===== src/lbd_pkg.sv =====
// ----------------------------------------------------------------------------
// lbd_pkg: shared types and constants for the letterbox bar detector
// Pixel and crop payload types, register map, reset values and the control
// group passed from the box tracker to the result stage.
// ----------------------------------------------------------------------------
package lbd_pkg;

	localparam int CFG_W   = 14;	// widest config register
	localparam int CHAN_W  = 8;
	localparam int POS_W   = 13;
	localparam int SIZE_W  = 14;
	localparam int CFG_IDX_W = 2;

	// register map
	typedef enum logic [CFG_IDX_W-1:0] {
		REG_FRAME_WIDTH,
		REG_FRAME_HEIGHT,
		REG_DARK_THRESHOLD,
		REG_MIN_CONTENT_SIZE
	} cfg_reg_t;

	// reset values
	localparam logic [CFG_W-1:0]  RST_FRAME_WIDTH  = 14'd1920;
	localparam logic [CFG_W-1:0]  RST_FRAME_HEIGHT = 14'd1080;
	localparam logic [CHAN_W-1:0] RST_DARK_THRESHOLD = 8'd5;
	localparam logic [CFG_W-1:0]  RST_MIN_CONTENT  = 14'd64;

	typedef struct packed {
		logic [CHAN_W-1:0] red;
		logic [CHAN_W-1:0] green;
		logic [CHAN_W-1:0] blue;
	} pixel_t;

	typedef struct packed {
		logic [POS_W-1:0]  crop_left;
		logic [POS_W-1:0]  crop_top;
		logic [SIZE_W-1:0] crop_width;
		logic [SIZE_W-1:0] crop_height;
		logic              cropped;
	} crop_t;

	// tracker -> result stage
	typedef struct packed {
		logic frame_end;	// last pixel of the frame retires this cycle
		logic any_bright;	// the tracker's box outputs hold a valid box
	} box_ctl_t;

endpackage


===== src/lbd_ifs.sv =====
// ----------------------------------------------------------------------------
// lbd_ifs: valid/ready stream interfaces
// Pixel input stream and crop result stream.
// ----------------------------------------------------------------------------
interface lbd_pix_if;
	import lbd_pkg::*;

	logic   valid;
	logic   ready;
	pixel_t data;

	modport source (output valid, output data, input ready);
	modport sink   (input valid, input data, output ready);
endinterface

interface lbd_crop_if;
	import lbd_pkg::*;

	logic  valid;
	logic  ready;
	crop_t data;

	modport source (output valid, output data, input ready);
	modport sink   (input valid, input data, output ready);
endinterface


===== src/lbd_box_track.sv =====
// ----------------------------------------------------------------------------
// lbd_box_track: input register, raster counters and bright-pixel box
// Registers one pixel beat, classifies it, advances the column/row counters
// and keeps the bounding box of bright pixels for the current frame.
// ----------------------------------------------------------------------------
module lbd_box_track #(
	parameter int MAX_WIDTH  = 8192,
	parameter int MAX_HEIGHT = 8192
) (
	input  logic                               clk,
	input  logic                               arst_n,
	lbd_pix_if.sink                            pix,
	input  logic [$clog2(MAX_WIDTH):0]         w_eff,
	input  logic [$clog2(MAX_HEIGHT):0]        h_eff,
	input  logic [lbd_pkg::CHAN_W-1:0]         thr,
	input  logic                               out_free,
	output lbd_pkg::box_ctl_t                  ctl,
	output logic [$clog2(MAX_WIDTH)-1:0]       box_first_col,
	output logic [$clog2(MAX_WIDTH)-1:0]       box_last_col,
	output logic [$clog2(MAX_HEIGHT)-1:0]      box_first_row,
	output logic [$clog2(MAX_HEIGHT)-1:0]      box_last_row
);
	import lbd_pkg::*;

	localparam int CW = $clog2(MAX_WIDTH);
	localparam int RW = $clog2(MAX_HEIGHT);

	logic          vld_s1;
	pixel_t        pix_s1;
	logic [CW-1:0] col_q, first_col_q, last_col_q;
	logic [RW-1:0] row_q, first_row_q, last_row_q;
	logic          any_q;

	logic          bright, row_end, frame_end, adv;
	logic [CW:0]   col_inc;
	logic [RW:0]   row_inc;
	logic          nb_any;
	logic [CW-1:0] nb_first_col, nb_last_col;
	logic [RW-1:0] nb_first_row, nb_last_row;

	// position and stall decision
	assign col_inc   = {1'b0, col_q} + 1'b1;
	assign row_inc   = {1'b0, row_q} + 1'b1;
	assign row_end   = !(col_inc < w_eff);
	assign frame_end = row_end && !(row_inc < h_eff);
	assign adv       = vld_s1 && (!frame_end || out_free);
	assign pix.ready = !vld_s1 || adv;

	// any channel above threshold
	assign bright = (pix_s1.red > thr) || (pix_s1.green > thr) || (pix_s1.blue > thr);

	// box including the current pixel
	always_comb begin
		nb_any       = any_q;
		nb_first_col = first_col_q;
		nb_last_col  = last_col_q;
		nb_first_row = first_row_q;
		nb_last_row  = last_row_q;
		if (bright) begin
			nb_any = 1'b1;
			if (!any_q) begin
				nb_first_col = col_q;
				nb_last_col  = col_q;
				nb_first_row = row_q;
				nb_last_row  = row_q;
			end else begin
				if (col_q < first_col_q) nb_first_col = col_q;
				if (col_q > last_col_q)  nb_last_col  = col_q;
				if (row_q < first_row_q) nb_first_row = row_q;
				if (row_q > last_row_q)  nb_last_row  = row_q;
			end
		end
	end

	assign ctl.frame_end = adv && frame_end;
	assign ctl.any_bright = nb_any;
	assign box_first_col = nb_first_col;
	assign box_last_col  = nb_last_col;
	assign box_first_row = nb_first_row;
	assign box_last_row  = nb_last_row;

	// input register, valid
	always_ff @(posedge clk or negedge arst_n) begin
		if (!arst_n) begin
			vld_s1 <= 1'b0;
		end else if (pix.ready) begin
			vld_s1 <= pix.valid;
		end
	end

	// input register, payload
	always_ff @(posedge clk) begin
		if (pix.valid && pix.ready) begin
			pix_s1 <= pix.data;
		end
	end

	// counters and box
	always_ff @(posedge clk or negedge arst_n) begin
		if (!arst_n) begin
			col_q       <= '0;
			row_q       <= '0;
			any_q       <= 1'b0;
			first_col_q <= '0;
			last_col_q  <= '0;
			first_row_q <= '0;
			last_row_q  <= '0;
		end else if (adv) begin
			if (frame_end) begin
				col_q       <= '0;
				row_q       <= '0;
				any_q       <= 1'b0;
				first_col_q <= '0;
				last_col_q  <= '0;
				first_row_q <= '0;
				last_row_q  <= '0;
			end else begin
				col_q       <= row_end ? '0 : col_inc[CW-1:0];
				row_q       <= row_end ? row_inc[RW-1:0] : row_q;
				any_q       <= nb_any;
				first_col_q <= nb_first_col;
				last_col_q  <= nb_last_col;
				first_row_q <= nb_first_row;
				last_row_q  <= nb_last_row;
			end
		end
	end

	// a retired frame leaves a clean tracker
	a_frame_clear: assert property (@(posedge clk) disable iff (!arst_n)
		ctl.frame_end |=> (col_q == '0) && (row_q == '0) && !any_q)
		else $error("tracker not cleared after frame end");

	// a stalled pixel stays in the input register
	a_stall_hold: assert property (@(posedge clk) disable iff (!arst_n)
		(vld_s1 && !adv) |=> (vld_s1 && $stable(pix_s1) && $stable(col_q)))
		else $error("stalled pixel lost");

	// box corners stay ordered while valid
	a_box_order: assert property (@(posedge clk) disable iff (!arst_n)
		any_q |-> (first_col_q <= last_col_q) && (first_row_q <= last_row_q))
		else $error("bounding box inverted");

	// a result is only raised when the output stage can take it
	a_end_free: assert property (@(posedge clk) disable iff (!arst_n)
		ctl.frame_end |-> out_free)
		else $error("frame end while result stage busy");

endmodule


===== src/lbd_crop_out.sv =====
// ----------------------------------------------------------------------------
// lbd_crop_out: crop decision and result register
// Turns the final box into a crop rectangle, falling back to the full frame
// when no box, the whole frame or a too small box was found.
// ----------------------------------------------------------------------------
module lbd_crop_out #(
	parameter int MAX_WIDTH  = 8192,
	parameter int MAX_HEIGHT = 8192
) (
	input  logic                               clk,
	input  logic                               arst_n,
	input  lbd_pkg::box_ctl_t                  ctl,
	input  logic [$clog2(MAX_WIDTH)-1:0]       box_first_col,
	input  logic [$clog2(MAX_WIDTH)-1:0]       box_last_col,
	input  logic [$clog2(MAX_HEIGHT)-1:0]      box_first_row,
	input  logic [$clog2(MAX_HEIGHT)-1:0]      box_last_row,
	input  logic [$clog2(MAX_WIDTH):0]         w_eff,
	input  logic [$clog2(MAX_HEIGHT):0]        h_eff,
	input  logic [lbd_pkg::CFG_W-1:0]          min_size,
	output logic                               out_free,
	lbd_crop_if.source                         crop
);
	import lbd_pkg::*;

	localparam int CW = $clog2(MAX_WIDTH);
	localparam int RW = $clog2(MAX_HEIGHT);

	logic [CW:0]      bw;
	logic [RW:0]      bh;
	logic [CFG_W-1:0] min_eff;
	logic             whole, too_small;
	crop_t            res;
	logic             out_vld_q;
	crop_t            out_data_q;

	// box size and acceptance
	assign bw        = {1'b0, box_last_col} - {1'b0, box_first_col} + 1'b1;
	assign bh        = {1'b0, box_last_row} - {1'b0, box_first_row} + 1'b1;
	assign min_eff   = (min_size == '0) ? CFG_W'(1) : min_size;
	assign whole     = (bw == w_eff) && (bh == h_eff);
	assign too_small = (32'(bw) < 32'(min_eff)) || (32'(bh) < 32'(min_eff));

	// result select
	always_comb begin
		res.crop_left   = '0;
		res.crop_top    = '0;
		res.crop_width  = SIZE_W'(w_eff);
		res.crop_height = SIZE_W'(h_eff);
		res.cropped     = 1'b0;
		if (ctl.any_bright && !whole && !too_small) begin
			res.crop_left   = POS_W'(box_first_col);
			res.crop_top    = POS_W'(box_first_row);
			res.crop_width  = SIZE_W'(bw);
			res.crop_height = SIZE_W'(bh);
			res.cropped     = 1'b1;
		end
	end

	assign out_free   = !out_vld_q || crop.ready;
	assign crop.valid = out_vld_q;
	assign crop.data  = out_data_q;

	// result register, valid
	always_ff @(posedge clk or negedge arst_n) begin
		if (!arst_n) begin
			out_vld_q <= 1'b0;
		end else if (out_free) begin
			out_vld_q <= ctl.frame_end;
		end
	end

	// result register, payload
	always_ff @(posedge clk) begin
		if (ctl.frame_end) begin
			out_data_q <= res;
		end
	end

endmodule


===== src/letterbox_bar_detect.sv =====
// ----------------------------------------------------------------------------
// letterbox_bar_detect: letterbox / pillarbox bar detector
// Finds the bounding box of bright pixels per frame and reports a crop
// rectangle on each frame's last pixel.
// ----------------------------------------------------------------------------
// The block takes one RGB pixel per clock in raster order and keeps up with
// a continuous stream: a pixel passes an input register, then the counter and
// box update logic; each frame's last beat loads the result register behind
// the crop output. Input ready drops only while a frame's last pixel waits
// for the result register, i.e. when the previous crop result is still unread;
// otherwise throughput is one pixel per cycle. The user must write frame size
// and thresholds via the config port while the stream is idle (not enforced).
// ----------------------------------------------------------------------------
module letterbox_bar_detect #(
	parameter int MAX_WIDTH  = 8192,
	parameter int MAX_HEIGHT = 8192
) (
	input  logic                            clk,
	input  logic                            arst_n,
	lbd_pix_if.sink                         pix,
	lbd_crop_if.source                      crop,
	input  logic                            cfg_we,
	input  logic [lbd_pkg::CFG_IDX_W-1:0]   cfg_index,
	input  logic [lbd_pkg::CFG_W-1:0]       cfg_data
);
	import lbd_pkg::*;

	localparam int CW = $clog2(MAX_WIDTH);
	localparam int RW = $clog2(MAX_HEIGHT);

	logic [CFG_W-1:0]  frame_width_q, frame_height_q, min_size_q;
	logic [CHAN_W-1:0] thr_q;
	logic [CW:0]       w_eff;
	logic [RW:0]       h_eff;
	logic              out_free;
	box_ctl_t          ctl;
	logic [CW-1:0]     box_first_col, box_last_col;
	logic [RW-1:0]     box_first_row, box_last_row;

	// config registers
	always_ff @(posedge clk or negedge arst_n) begin
		if (!arst_n) begin
			frame_width_q  <= RST_FRAME_WIDTH;
			frame_height_q <= RST_FRAME_HEIGHT;
			thr_q          <= RST_DARK_THRESHOLD;
			min_size_q     <= RST_MIN_CONTENT;
		end else if (cfg_we) begin
			unique case (cfg_reg_t'(cfg_index))
				REG_FRAME_WIDTH:      frame_width_q  <= cfg_data;
				REG_FRAME_HEIGHT:     frame_height_q <= cfg_data;
				REG_DARK_THRESHOLD:   thr_q          <= cfg_data[CHAN_W-1:0];
				REG_MIN_CONTENT_SIZE: min_size_q     <= cfg_data;
				default:              ;
			endcase
		end
	end

	// frame size saturated to 1..MAX
	always_comb begin
		if (frame_width_q == '0) begin
			w_eff = (CW+1)'(1);
		end else if (32'(frame_width_q) > MAX_WIDTH) begin
			w_eff = (CW+1)'(MAX_WIDTH);
		end else begin
			w_eff = (CW+1)'(frame_width_q);
		end
		if (frame_height_q == '0) begin
			h_eff = (RW+1)'(1);
		end else if (32'(frame_height_q) > MAX_HEIGHT) begin
			h_eff = (RW+1)'(MAX_HEIGHT);
		end else begin
			h_eff = (RW+1)'(frame_height_q);
		end
	end

	lbd_box_track #(
		.MAX_WIDTH  (MAX_WIDTH),
		.MAX_HEIGHT (MAX_HEIGHT)
	) u_track (
		.clk           (clk),
		.arst_n        (arst_n),
		.pix           (pix),
		.w_eff         (w_eff),
		.h_eff         (h_eff),
		.thr           (thr_q),
		.out_free      (out_free),
		.ctl           (ctl),
		.box_first_col (box_first_col),
		.box_last_col  (box_last_col),
		.box_first_row (box_first_row),
		.box_last_row  (box_last_row)
	);

	lbd_crop_out #(
		.MAX_WIDTH  (MAX_WIDTH),
		.MAX_HEIGHT (MAX_HEIGHT)
	) u_out (
		.clk           (clk),
		.arst_n        (arst_n),
		.ctl           (ctl),
		.box_first_col (box_first_col),
		.box_last_col  (box_last_col),
		.box_first_row (box_first_row),
		.box_last_row  (box_last_row),
		.w_eff         (w_eff),
		.h_eff         (h_eff),
		.min_size      (min_size_q),
		.out_free      (out_free),
		.crop          (crop)
	);

endmodule

===== src/flat_wrapper.sv =====
// flat-port wrapper written by rule: the top's interface ports become plain ports
module letterbox_bar_detect_flat import lbd_pkg::*;
#(
	parameter int MAX_WIDTH  = 8192,
	parameter int MAX_HEIGHT = 8192
)
  (clk, arst_n, cfg_we, cfg_index, cfg_data, pix_valid, pix_data, pix_ready, crop_valid, crop_data, crop_ready);
  lbd_pix_if pix_i ();
  lbd_crop_if crop_i ();
  input  logic clk;
  input  logic arst_n;
  input  logic cfg_we;
  input  logic [lbd_pkg::CFG_IDX_W-1:0] cfg_index;
  input  logic [lbd_pkg::CFG_W-1:0] cfg_data;
  input wire logic [$bits(pix_i.valid)-1:0] pix_valid;
  input wire logic [$bits(pix_i.data)-1:0] pix_data;
  output wire logic [$bits(pix_i.ready)-1:0] pix_ready;
  output wire logic [$bits(crop_i.valid)-1:0] crop_valid;
  output wire logic [$bits(crop_i.data)-1:0] crop_data;
  input wire logic [$bits(crop_i.ready)-1:0] crop_ready;
  assign pix_i.valid = pix_valid;
  assign pix_i.data = pix_data;
  assign pix_ready = pix_i.ready;
  assign crop_valid = crop_i.valid;
  assign crop_data = crop_i.data;
  assign crop_i.ready = crop_ready;
  letterbox_bar_detect #(.MAX_WIDTH(MAX_WIDTH), .MAX_HEIGHT(MAX_HEIGHT)) u_core (.clk(clk), .arst_n(arst_n), .pix(pix_i), .crop(crop_i), .cfg_we(cfg_we), .cfg_index(cfg_index), .cfg_data(cfg_data));
endmodule

===== config.mk =====
export PLATFORM = sky130hd
export DESIGN_NAME = letterbox_bar_detect_flat
export DESIGN_NICKNAME = d
export VERILOG_FILES = /design/src/lbd_pkg.sv /design/src/lbd_ifs.sv /design/src/lbd_box_track.sv /design/src/lbd_crop_out.sv /design/src/letterbox_bar_detect.sv /design/src/flat_wrapper.sv
export SDC_FILE = /design/constraint.sdc
export NUM_CORES = 1
export LEC_CHECK = 0
export BUFFER_PORTS_ARGS = -buffer_cell sky130_fd_sc_hd__buf_2
export CORE_MARGIN = 4
export CORE_UTILIZATION = 55
export DETAILED_ROUTE_END_ITERATION = 7
export PLACE_DENSITY_LB_ADDON = 0.15
export SETUP_SLACK_MARGIN = 0.5
export SLEW_MARGIN = 20
export SYNTH_ARGS = -nofsm -noshare
export SYNTH_HDL_FRONTEND = slang
export SYNTH_SLANG_ARGS = --single-unit

===== constraint.sdc =====
create_clock -name clk -period 17.9 [get_ports clk]
set_input_delay 5.37 -clock clk [delete_from_list [all_inputs] [get_ports clk]]
set_output_delay 5.37 -clock clk [all_outputs]
set_load 0.02 [all_outputs]

==> impl_metrics.yaml <==
yosys:
  yosys.area_share.adder_pct: 15.67
  synthSimpleGateAreaFrac_pct: 12.92
  synthArstFlopShare_pct: 62.38
  yosys_warnings: 0
  ys_seq_area_share_pct: 39.15
  yosysTopAreaCell: "dfrtp_1"
  synthDistinctLibCells: 75
  synth_area_leaders: "dfrtp_1, edfxtp_1, ha_1"
  ys_seq_elements: 210
  synth_nets: 1661
  netlist.area_leader.share_pct: 20.76
  synth_edf_count: 79
  synthMuxAreaShare_pct: 7.923
  synth_compound_area_share_pct: 15.35
  synth_ff_type: "dfrtp_1"
  avgSynthCellArea_sq_um: 10.07
  synthCells: 1436
  synth_top_family_by_area: "adder cells"
  syn_area_sq_um: 14470
  synth_xor_area_share_pct: 3.615
timing:
  worst_slack_ns: 6.633
  hold_viol_final: 0
  tns_ns: 0
  max_slew_margin_pct: 22.17
  hold_ws_ns: 0.4884
  worst_pin_slew_ns: 1.160
  rsz0062_at_grt: "no"
  finalMaxSlewViolations: 0
  fmax_mhz: 88.75
  setup_viol: 0
  skew_ns: 0.02286
  post-route-period-util_pct: 62.94
  post-route-min-period_ns: 11.27
outcome:
  outcome: "finished clean"
floorplan:
  ioPinCount: 102
  core_sq_um: 25980
  fp.dieW_um: 170.2
  die_h_um: 170.2
  rows: 59
  start_util_pct: 55.67
  die_area_sq_um: 28960
worst_setup_path:
  arrival_ns: 5.90
  r2r_start: "u_core.thr_q[2]"
  slowest_delay_ns: 0.22
  critPathRequiredTime_ns: 12.53
  reg2reg_depth: 32
  crit_slowest_cell: "buf_2"
  start_kind: "input port"
  path_cells: "buf_2, nand4b_1, buf_2"
  worst-setup-path-type: "input port to primary output"
  cp-end-kind: "primary output"
  crit_path_start: "crop_ready"
  crit_fanout: 3
  cp_common_cell: "buf_2"
grt:
  grt_pass1_wl_um: 57900
  grt_max_degree: 69
  groute.usage.overall_pct: 24.99
  antenna_found_initial: 0
  overflow: 0
  grt_pass1_vias: 10794
place:
  place_congestion: 0.8958
  io_buffers: 101
  place_hpwl_um: 28040
  pre_cts_ws_ns: 6.634
cts:
  clk_latency_ns: 0.54
  post_cts.repair.setup_buffers: 0
  hold_buffers: 0
  clkSinkCount: 210
  h-tree-depth: 1
  cts_resized: 0
  cts_root_buf: "clkbuf_16"
  clk_pin_slew_ns: 0.06
  clock_path_buffers: 3
  cts-buffers-inserted: 24
  cts_tree: "yes"
final_layout:
  final_common_cell: "ha_1"
  fillers: 2190
  final_cell_mix: "ha_1, dfrtp_1, inv_1, buf_2, nand2_1"
  fin_nets: 1734
  fin_util_pct: 61.78
  drive_gt1_share_pct: 15.98
  diodes: 0
  syn_to_final_growth_pct: 10.97
job:
  drv_cap: 0
route:
  drt-initial-drc-count: 904
  route.detailed.wl_per_inst_um: 19.48
  ant_nets: 0
  vias: 11176
  via_per_inst: 6.002
  dr.pass1.iters: 5
  drcViolationCount: 0
  drt-total-wl_um: 36260
hold_path:
  whs_path_depth: 1
  holdCritPathClass: "register to register"
  hold_start: "u_core.u_track.last_row_q[1]"
[registers in the layout, indices dropped and copies added, names as in the netlist]
register and cells:
u_core.u_out.crop.data 55, u_core.u_track.pix_s1 24, u_core.frame_height_q 14, u_core.frame_width_q 14, u_core.min_size_q 14, u_core.u_track.col_q 13, u_core.u_track.first_col_q 13, u_core.u_track.first_row_q 13
u_core.u_track.last_col_q 13, u_core.u_track.last_row_q 13, u_core.u_track.row_q 13, u_core.thr_q 8, u_core.u_out.crop.valid 1, u_core.u_track.any_q 1, u_core.u_track.vld_s1 1
[worst max-delay path, delay by kind of cell]
kind	cells	cell delay, ns
and+or+nand+nor	1	0.20
buffers and inverters	2	0.32
[kinds of logic (layout without fill, tap and decap cells)]
kind of cell	Yosys count	after routing
adder cells (fa/ha/maj)	180	180
AND/OR/NAND/NOR	375	375
buffers and inverters	190	281
multiplexers	106	106
flip-flops	210	210
XOR/XNOR	55	55
AO/OA/AOI/OAI	320	320
[per-layer routing]
layer / track usage, % / routed length [um]
met1: 37.02 / 16850
met2: 39.37 / 16200
met3: 2.857 / 2148
met4: 6.354 / 1063
met5: 0 / 0
[synthesized netlist by cell type, types with 4 or more instances]
| library cell | n |
|---|---|
| dfstp_2 | 11 |
| nand4_1 | 29 |
| a32o_1 | 18 |
| buf_4 | 4 |
| a22o_1 | 40 |
| o21a_1 | 11 |
| nor3_1 | 14 |
| clkbuf_1 | 48 |
| a211oi_1 | 7 |
| o211ai_1 | 4 |
| xnor2_1 | 39 |
| mux2i_1 | 38 |
| edfxtp_1 | 79 |
| buf_2 | 8 |
| ha_1 | 178 |
| o31a_1 | 5 |
| nand3_1 | 44 |
| o2111ai_1 | 4 |
| buf_6 | 5 |
| mux2_2 | 58 |
| a21o_1 | 30 |
| nor3b_1 | 4 |
| a21oi_1 | 67 |
| mux2_1 | 10 |
| nor4_1 | 11 |
| o31ai_1 | 6 |
| inv_1 | 119 |
| xor2_1 | 13 |
| nand3b_1 | 5 |
| nand2_1 | 91 |
| nor2_1 | 89 |
| o21ai_0 | 74 |
| a31oi_1 | 8 |
| or4_1 | 8 |
| a211o_1 | 4 |
| nor2b_1 | 35 |
| o21ai_1 | 11 |
| dfrtp_1 | 120 |
| and3_1 | 6 |
| and2_1 | 9 |
| nand2b_1 | 13 |
[worst paths after layout]
kind,endpoint,slack (ns)
min in group asynchronous,u_core.u_track.first_row_q[5],4.82
max in group asynchronous,u_core.frame_width_q[13],11.76
worst min-delay path,u_core.u_track.last_row_q[1],0.49
worst max register to register,u_core.u_out.crop.data[9],9.05
worst min register to register,u_core.u_track.last_row_q[1],0.49
worst max-delay path,pix_ready,6.63
[area by class of cell]
class,instances,area (sq um),area share [%]
inverters,122,457.9,2.853
multi-input cells,1036,8055,50.18
flip-flops and latches,210,5664,35.28
clock buffers,30,674.4,4.201
well taps,335,419.2,2.611
clock inverters,14,165.2,1.029
repair buffers,115,616.8,3.843
[per-stage QoR]
step | instances | cell area (sq um)
2_1_floorplan | 1436 | 14470
3_3_place_gp | 1818 | 15210
3_5_place_dp | 1818 | 15210
4_1_cts | 1862 | 16050
5_1_grt | 1862 | 16050
6_report | 1862 | 16050
Power is left out: the tool's default activity adds up to more than one toggle a clock period on the data nets, which glitch-free logic cannot reach.
